<file path="config.mk">
export PLATFORM = sky130hd
export DESIGN_NAME = quad_separating_axis_overlap
export DESIGN_NICKNAME = d
export VERILOG_FILES = /design/src/sv/qsao_pkg.sv /design/src/sv/qsao_store.sv /design/src/sv/qsao_mac.sv /design/src/sv/quad_separating_axis_overlap.sv
export SDC_FILE = /design/constraint.sdc
export NUM_CORES = 2
export LEC_CHECK = 0
export ABC_CLOCK_PERIOD_IN_PS = 18900
export BUFFER_PORTS_ARGS = -buffer_cell sky130_fd_sc_hd__buf_2
export CELL_PAD_IN_SITES_DETAIL_PLACEMENT = 0
export CELL_PAD_IN_SITES_GLOBAL_PLACEMENT = 1
export CORE_MARGIN = 1.5
export CORE_UTILIZATION = 50
export CTS_BUF_LIST = sky130_fd_sc_hd__clkbuf_4 sky130_fd_sc_hd__clkbuf_8
export CTS_CLUSTER_DIAMETER = 40
export DETAILED_ROUTE_END_ITERATION = 8
export PLACE_DENSITY_LB_ADDON = 0.1
export SYNTH_ARGS = -nofsm -noshare
export SYNTH_HDL_FRONTEND = slang
export SYNTH_SLANG_ARGS = --single-unit
</file>
<file path="constraint.sdc">
create_clock -name clk -period 18.9 [get_ports clk]
set_input_delay 2.835 -clock clk [delete_from_list [all_inputs] [get_ports clk]]
set_output_delay 2.835 -clock clk [all_outputs]
set_load 0.01 [all_outputs]
</file>
<file path="src/sv/qsao_pkg.sv">
`timescale 1ns / 1ps
package qsao_pkg;

  localparam int NUM_BOXES    = 2;
  localparam int CORNERS      = 4;
  localparam int AXES_PER_BOX = 2;
  localparam int STORE_DEPTH  = NUM_BOXES * CORNERS;
  localparam int IDX_W        = $clog2(STORE_DEPTH);
  localparam int AXIS_W       = $clog2(NUM_BOXES * AXES_PER_BOX);

  typedef enum logic [3:0] {
    ST_IDLE,
    ST_AX_P,
    ST_AX_Q,
    ST_AX_N,
    ST_PRJ_RD,
    ST_PRJ_MX,
    ST_PRJ_MY,
    ST_PRJ_ACC,
    ST_PRJ_UPD,
    ST_AX_TEST,
    ST_DONE
  } seq_state_t;

  typedef struct packed {
    logic mul_en;
    logic sel_y;
    logic acc_ld;
    logic acc_add;
  } mac_ctrl_t;

endpackage

</file>
<file path="src/sv/qsao_store.sv">
`timescale 1ns / 1ps
module qsao_store #(
  parameter int COORD_WIDTH = 24
) (
  input  logic                                 clk,
  input  logic                                 wr_en,
  input  logic [qsao_pkg::IDX_W-1:0]           wr_addr,
  input  logic [2*COORD_WIDTH-1:0]             wr_data,
  input  logic [qsao_pkg::IDX_W-1:0]           rd_addr,
  output logic [2*COORD_WIDTH-1:0]             rd_data
);
  import qsao_pkg::*;

  logic [2*COORD_WIDTH-1:0] mem [STORE_DEPTH];
  logic [2*COORD_WIDTH-1:0] rd_data_r;

  always_ff @(posedge clk) begin
    if (wr_en) begin
      mem[wr_addr] <= wr_data;
    end
  end

  always_ff @(posedge clk) begin
    rd_data_r <= mem[rd_addr];
  end

  assign rd_data = rd_data_r;

endmodule

</file>
<file path="src/sv/qsao_mac.sv">
`timescale 1ns / 1ps
module qsao_mac #(
  parameter int COORD_WIDTH = 24
) (
  input  logic                              clk,
  input  qsao_pkg::mac_ctrl_t               ctrl,
  input  logic signed [COORD_WIDTH-1:0]     pt_x,
  input  logic signed [COORD_WIDTH-1:0]     pt_y,
  input  logic signed [COORD_WIDTH:0]       ax_nx,
  input  logic signed [COORD_WIDTH:0]       ax_ny,
  output logic signed [2*COORD_WIDTH+1:0]   proj
);
  import qsao_pkg::*;

  localparam int PW = 2 * COORD_WIDTH + 1;

  logic signed [COORD_WIDTH-1:0] op_a;
  logic signed [COORD_WIDTH:0]   op_b;
  logic signed [PW-1:0]          prod_r;
  logic signed [PW-1:0]          prod_nxt;
  logic signed [PW:0]            acc_r;
  logic signed [PW:0]            prod_ext;

  assign op_a     = ctrl.sel_y ? pt_y : pt_x;
  assign op_b     = ctrl.sel_y ? ax_ny : ax_nx;
  assign prod_nxt = op_a * op_b;
  assign prod_ext = {prod_r[PW-1], prod_r};

  always_ff @(posedge clk) begin
    if (ctrl.mul_en) begin
      prod_r <= prod_nxt;
    end
    if (ctrl.acc_ld) begin
      acc_r <= prod_ext;
    end else if (ctrl.acc_add) begin
      acc_r <= acc_r + prod_ext;
    end
  end

  assign proj = acc_r;

endmodule

</file>
<file path="src/sv/quad_separating_axis_overlap.sv">
`timescale 1ns / 1ps
// Separating-axis overlap test for two quadrilaterals.
// Input: a transaction is taken when start is high and busy is low. It writes
// one corner (in_which_box, in_corner, in_pos_x, in_pos_y) into an 8-entry
// corner store. A corner without in_check leaves busy low.
// With in_check set, the corner is stored and the test runs: for each of four
// axes (normals of edges 0-1 and 1-2 of each box) all eight corners are
// projected through one shared multiplier and accumulator, two multiplies
// per corner, and per-box min/max are kept. The test stops at the first
// separating axis, and it is paced by the single multiplier and the single
// store read port.
// Output: out_valid pulses for one cycle with out_overlap; the receiver must
// take it in that cycle, and busy falls the cycle after.
// Reset (rst_n low, synchronous) returns the sequencer to idle; the corner
// store is not cleared, and every corner must be loaded before a test.
module quad_separating_axis_overlap #(
  parameter int COORD_WIDTH = 24
) (
  input  logic                          clk,
  input  logic                          rst_n,
  input  logic                          start,
  output logic                          busy,
  input  logic                          in_which_box,
  input  logic [1:0]                    in_corner,
  input  logic signed [COORD_WIDTH-1:0] in_pos_x,
  input  logic signed [COORD_WIDTH-1:0] in_pos_y,
  input  logic                          in_check,
  output logic                          out_valid,
  output logic                          out_overlap
);
  import qsao_pkg::*;

  localparam int W  = COORD_WIDTH;
  localparam int PJ = 2 * COORD_WIDTH + 2;

  seq_state_t state_r, state_nxt;
  mac_ctrl_t  mac_ctrl;

  logic                  accept;
  logic [IDX_W-1:0]      rd_addr;
  logic [2*W-1:0]        rd_data;
  logic signed [W-1:0]   rd_x, rd_y;
  logic signed [W-1:0]   px_r, py_r;
  logic signed [W:0]     dx, dy;
  logic signed [W:0]     nx_r, ny_r;
  logic signed [PJ-1:0]  proj;
  logic signed [PJ-1:0]  mn_r [NUM_BOXES];
  logic signed [PJ-1:0]  mx_r [NUM_BOXES];
  logic [IDX_W-1:0]      j_r, j_nxt;
  logic [AXIS_W-1:0]     ax_r, ax_nxt;
  logic                  sep;
  logic                  last_j, last_ax;
  logic                  result_r, result_nxt;

  assign accept = start && !busy;
  assign busy   = (state_r != ST_IDLE);

  qsao_store #(.COORD_WIDTH(W)) u_store (
    .clk     (clk),
    .wr_en   (accept),
    .wr_addr ({in_which_box, in_corner}),
    .wr_data ({in_pos_x, in_pos_y}),
    .rd_addr (rd_addr),
    .rd_data (rd_data)
  );

  assign rd_x = rd_data[2*W-1:W];
  assign rd_y = rd_data[W-1:0];

  qsao_mac #(.COORD_WIDTH(W)) u_mac (
    .clk   (clk),
    .ctrl  (mac_ctrl),
    .pt_x  (rd_x),
    .pt_y  (rd_y),
    .ax_nx (nx_r),
    .ax_ny (ny_r),
    .proj  (proj)
  );

  assign dx      = {px_r[W-1], px_r} - {rd_x[W-1], rd_x};
  assign dy      = {py_r[W-1], py_r} - {rd_y[W-1], rd_y};
  assign sep     = !((mn_r[0] <= mx_r[1]) && (mn_r[1] <= mx_r[0]));
  assign last_j  = (j_r == IDX_W'(STORE_DEPTH - 1));
  assign last_ax = (ax_r == AXIS_W'(NUM_BOXES * AXES_PER_BOX - 1));

  // edge p->q: p = box*4 + i, q = box*4 + i + 1, i in {0, 1}
  always_comb begin
    case (state_r)
      ST_AX_P: rd_addr = {ax_r[1], 1'b0, ax_r[0]};
      ST_AX_Q: rd_addr = {ax_r[1], ax_r[0], ~ax_r[0]};
      default: rd_addr = j_r;
    endcase
  end

  always_comb begin
    state_nxt = state_r;
    case (state_r)
      ST_IDLE:    if (accept && in_check) state_nxt = ST_AX_P;
      ST_AX_P:    state_nxt = ST_AX_Q;
      ST_AX_Q:    state_nxt = ST_AX_N;
      ST_AX_N:    state_nxt = ST_PRJ_RD;
      ST_PRJ_RD:  state_nxt = ST_PRJ_MX;
      ST_PRJ_MX:  state_nxt = ST_PRJ_MY;
      ST_PRJ_MY:  state_nxt = ST_PRJ_ACC;
      ST_PRJ_ACC: state_nxt = ST_PRJ_UPD;
      ST_PRJ_UPD: state_nxt = last_j ? ST_AX_TEST : ST_PRJ_RD;
      ST_AX_TEST: state_nxt = (sep || last_ax) ? ST_DONE : ST_AX_P;
      ST_DONE:    state_nxt = ST_IDLE;
      default:    state_nxt = ST_IDLE;
    endcase
  end

  always_comb begin
    mac_ctrl   = '0;
    j_nxt      = j_r;
    ax_nxt     = ax_r;
    result_nxt = result_r;
    out_valid  = 1'b0;
    case (state_r)
      ST_IDLE: begin
        ax_nxt = '0;
      end
      ST_AX_N: begin
        j_nxt = '0;
      end
      ST_PRJ_MX: begin
        mac_ctrl.mul_en = 1'b1;
      end
      ST_PRJ_MY: begin
        mac_ctrl.mul_en = 1'b1;
        mac_ctrl.sel_y  = 1'b1;
        mac_ctrl.acc_ld = 1'b1;
      end
      ST_PRJ_ACC: begin
        mac_ctrl.acc_add = 1'b1;
      end
      ST_PRJ_UPD: begin
        j_nxt = j_r + 1'b1;
      end
      ST_AX_TEST: begin
        ax_nxt     = ax_r + 1'b1;
        result_nxt = !sep;
      end
      ST_DONE: begin
        out_valid = 1'b1;
      end
      default: begin
      end
    endcase
  end

  assign out_overlap = result_r;

  always_ff @(posedge clk) begin
    if (!rst_n) begin
      state_r <= ST_IDLE;
    end else begin
      state_r <= state_nxt;
    end
  end

  always_ff @(posedge clk) begin
    j_r      <= j_nxt;
    ax_r     <= ax_nxt;
    result_r <= result_nxt;
    if (state_r == ST_AX_Q) begin
      px_r <= rd_x;
      py_r <= rd_y;
    end
    if (state_r == ST_AX_N) begin
      if (dy == '0) begin
        nx_r <= '0;
        ny_r <= (W+1)'(1);
      end else begin
        nx_r <= -dy;
        ny_r <= dx;
      end
    end
    if (state_r == ST_PRJ_UPD) begin
      if (j_r[1:0] == 2'b00) begin
        mn_r[j_r[2]] <= proj;
        mx_r[j_r[2]] <= proj;
      end else begin
        if (proj < mn_r[j_r[2]]) mn_r[j_r[2]] <= proj;
        if (proj > mx_r[j_r[2]]) mx_r[j_r[2]] <= proj;
      end
    end
  end

endmodule
</file>
==> out/metrics.yaml <==
hold_depth: 0
routed_wl_um: 170000
skew_ps: 58.3
start_util: 0.504
ys_types: 82
r2r_cells: 27
async_flop_share: 0
drtAntennaViolNets: 0
r2r_start: "state_r[0]$_SDFFE_PN0P_"
chipWidth_um: 356
highest_layer: "met5"
insertion_delay_ps: 860
crit_fanout: 72
wl_met1_um: 74300
critPathLaunchType: "register"
grt_pass1_vias: 42546
hold_viol: 0
tightest_slew_ps: 1080
fin_ws_ps: 7820
cts_resized: 0
rsz0062_at_grt: "false"
cts_tree: "built"
rrSetupSlack_ps: 7820
grt_max_degree: 73
synth_top_cell_by_area: "edfxtp_1"
die_h_um: 356
ys_ff_latch: 840
cts_htree_levels: 4
cts_setup_buffers: 0
min_to: "px_r[20]$_DFFE_PP_"
avgRoutedWirePerCell_um: 23.4
die-area_um2: 127000
min_period_over_period: 0.586
cp_data_required_time_ps: 19470
report.final.setup_viol: 0
synth_ff_type: "edfxtp_1"
post_synth.cell_area_avg_um2: 11.7
coreArea_um2: 124000
final_area_um2: 68400
fmaxAchievable_ghz: 0.0903
tns_ps: 0
yosysTopAreaCellShare: 0.379
hold_start: "u_store.rd_data[44]$_DFF_P_"
cp.arrival_ps: 11650
netlist_area_um2: 62400
grt_use_total: 0.275
yosys.cell_count.top_type: "inv_1"
report.final.slew_viol_count: 0
dp_hpwl_um: 126000
gp_congestion: 0.968
clockBufferDepth: 3
r2r_end: "u_mac.prod_r[47]$_DFFE_PP_"
pre_cts_slack_ps: 7870
drt-initial-drc-count: 2819
synth.top_cells.by_count: "inv_1, edfxtp_1, fa_1"
firstDrtPassIters: 7
fillers: 10751
status: "completed"
synth_edf_count: 787
grt_pass1_wl_um: 261000
max_cap_viol_count: 0
min_path_type: "register to register"
areaGrowthSynthToFinish_pct: 9.54
wl_met3_um: 10600
placed_area_um2: 65000
numCtsBuffers: 153
rows: 129
post-route-drc-count: 0
io_buffers: 57
gr-total-overflow: 0
synth-seq-area-share: 0.396
path_class: "register to register"
slew_headroom: 0.266
route.met2.wl_um: 80800
antenna_found_initial: 8
yosysWarnings: 0
drive_gt1_frac: 0.113
clock-root-buffer: "clkbuf_8"
nNetsFinal: 6604
ios: 58
num_vias: 40411
syn_inst: 5355
synth_fp_nets: 6479
synthTopCellsByArea: "edfxtp_1, fa_1, ha_1, inv_1, mux4_2"
cts_sinks: 840
clkTransAtPathRegs_ps: 60
viasPerCell: 5.57
cts_hold_repair.buffers: 0
end_kind: "register"
finalCriticalPeriod_ps: 11080
## through the flow
stage               instances  hold WS (ps)   util
detailed placement       6962           470  0.525
floorplan                5355           408      -
global route             7246           504  0.552
CTS                      7244           494  0.552
finish                   7250           498  0.552
global placement         6962           468  0.525
## area by class of cell
type	count	area (µm²)	area share
Timing Repair Buffer	151	991	0.0145
Antenna cell	6	15.0	0.000220
Clock inverter	60	663	0.00970
Multi-Input combinational cell	3520	34200	0.500
Sequential cell	840	24700	0.361
Clock buffer	222	2710	0.0397
Tap cell	1637	2050	0.0300
Inverter	814	3060	0.0447
## cell families after synthesis
kind of cell             synth area share
multiplexers                       0.0676
buffers and inverters              0.0602
XOR/XNOR                           0.0215
flip-flops                          0.396
adder cells (fa/ha/maj)             0.290
AO/OA/AOI/OAI                      0.0709
AND/OR/NAND/NOR                    0.0937
## worst max-delay path, cell delays in order (launching register included)
cell and delay, ps:
dfxtp_1 490, nor2_1 480, and3_4 740, buf_4 840
mux2i_2 920, nor2_1 150, fa_1 580, inv_1 60
fa_1 520, fa_1 460, fa_1 560, inv_1 60
fa_1 500, fa_1 490, inv_1 50, fa_1 480
inv_1 50, ha_1 390, and3_1 230, and3_1 230
nand2_1 60, or3_1 350, a211oi_1 680, o21ai_1 290
o21ai_0 400, a311oi_1 190, o31ai_1 290, xor2_1 120
## metal layers
layer  vias up  GRT usage
met5         -          0
met4         2     0.0759
met3       226     0.0557
met2      1068      0.454
met1     20637      0.372
li1      18478          -
## cells in the final DEF, fill, tap and decap left out, drive strengths merged, types with 13 or more instances in the layout
| master | instances |
|---|---|
| clkbuf | 222 |
| dfxtp | 53 |
| fa | 632 |
| o211ai | 21 |
| a21o | 136 |
| a211oi | 26 |
| mux2i | 149 |
| o21ai | 145 |
| and3 | 24 |
| nor3 | 45 |
| clkinv | 36 |
| buf | 151 |
| o21a | 38 |
| a21oi | 194 |
| xor2 | 57 |
| nand2 | 507 |
| nor2b | 39 |
| mux4 | 96 |
| nand3 | 42 |
| and2 | 24 |
| edfxtp | 787 |
| xnor2 | 95 |
| or2 | 13 |
| nand2b | 35 |
| a31oi | 16 |
| nor2 | 468 |
| inv | 824 |
| ha | 437 |
| mux2 | 50 |
| nand4 | 55 |
## worst max path at each step
| stage | from | endpoint | slack [ps] |
|---|---|---|---|
| after floorplan | state_r[3]$_SDFFE_PN0P_ | u_mac.prod_r[47]$_DFFE_PP_ | 10050 |
| after global placement | state_r[0]$_SDFFE_PN0P_ | u_mac.prod_r[47]$_DFFE_PP_ | 8060 |
| after detailed placement | state_r[0]$_SDFFE_PN0P_ | u_mac.prod_r[47]$_DFFE_PP_ | 7870 |
| after CTS | state_r[0]$_SDFFE_PN0P_ | u_mac.prod_r[47]$_DFFE_PP_ | 7820 |
| after global routing | state_r[0]$_SDFFE_PN0P_ | u_mac.prod_r[47]$_DFFE_PP_ | 7270 |
| final | state_r[0]$_SDFFE_PN0P_ | u_mac.prod_r[47]$_DFFE_PP_ | 7820 |
## flip-flops by register name (all words and copies together), names as in the netlist, named ones only
register	count
ax_r	2
j_r	3
mn_r	100
mx_r	100
nx_r	25
ny_r	25
out_overlap	1
px_r	24
py_r	24
state_r	4
u_mac.prod_r	49
u_mac.proj	50
u_store.mem	384
u_store.rd_data	48
Power is not shown: default switching activity piles up to over one toggle a cycle in this logic, so the estimate is an artifact.
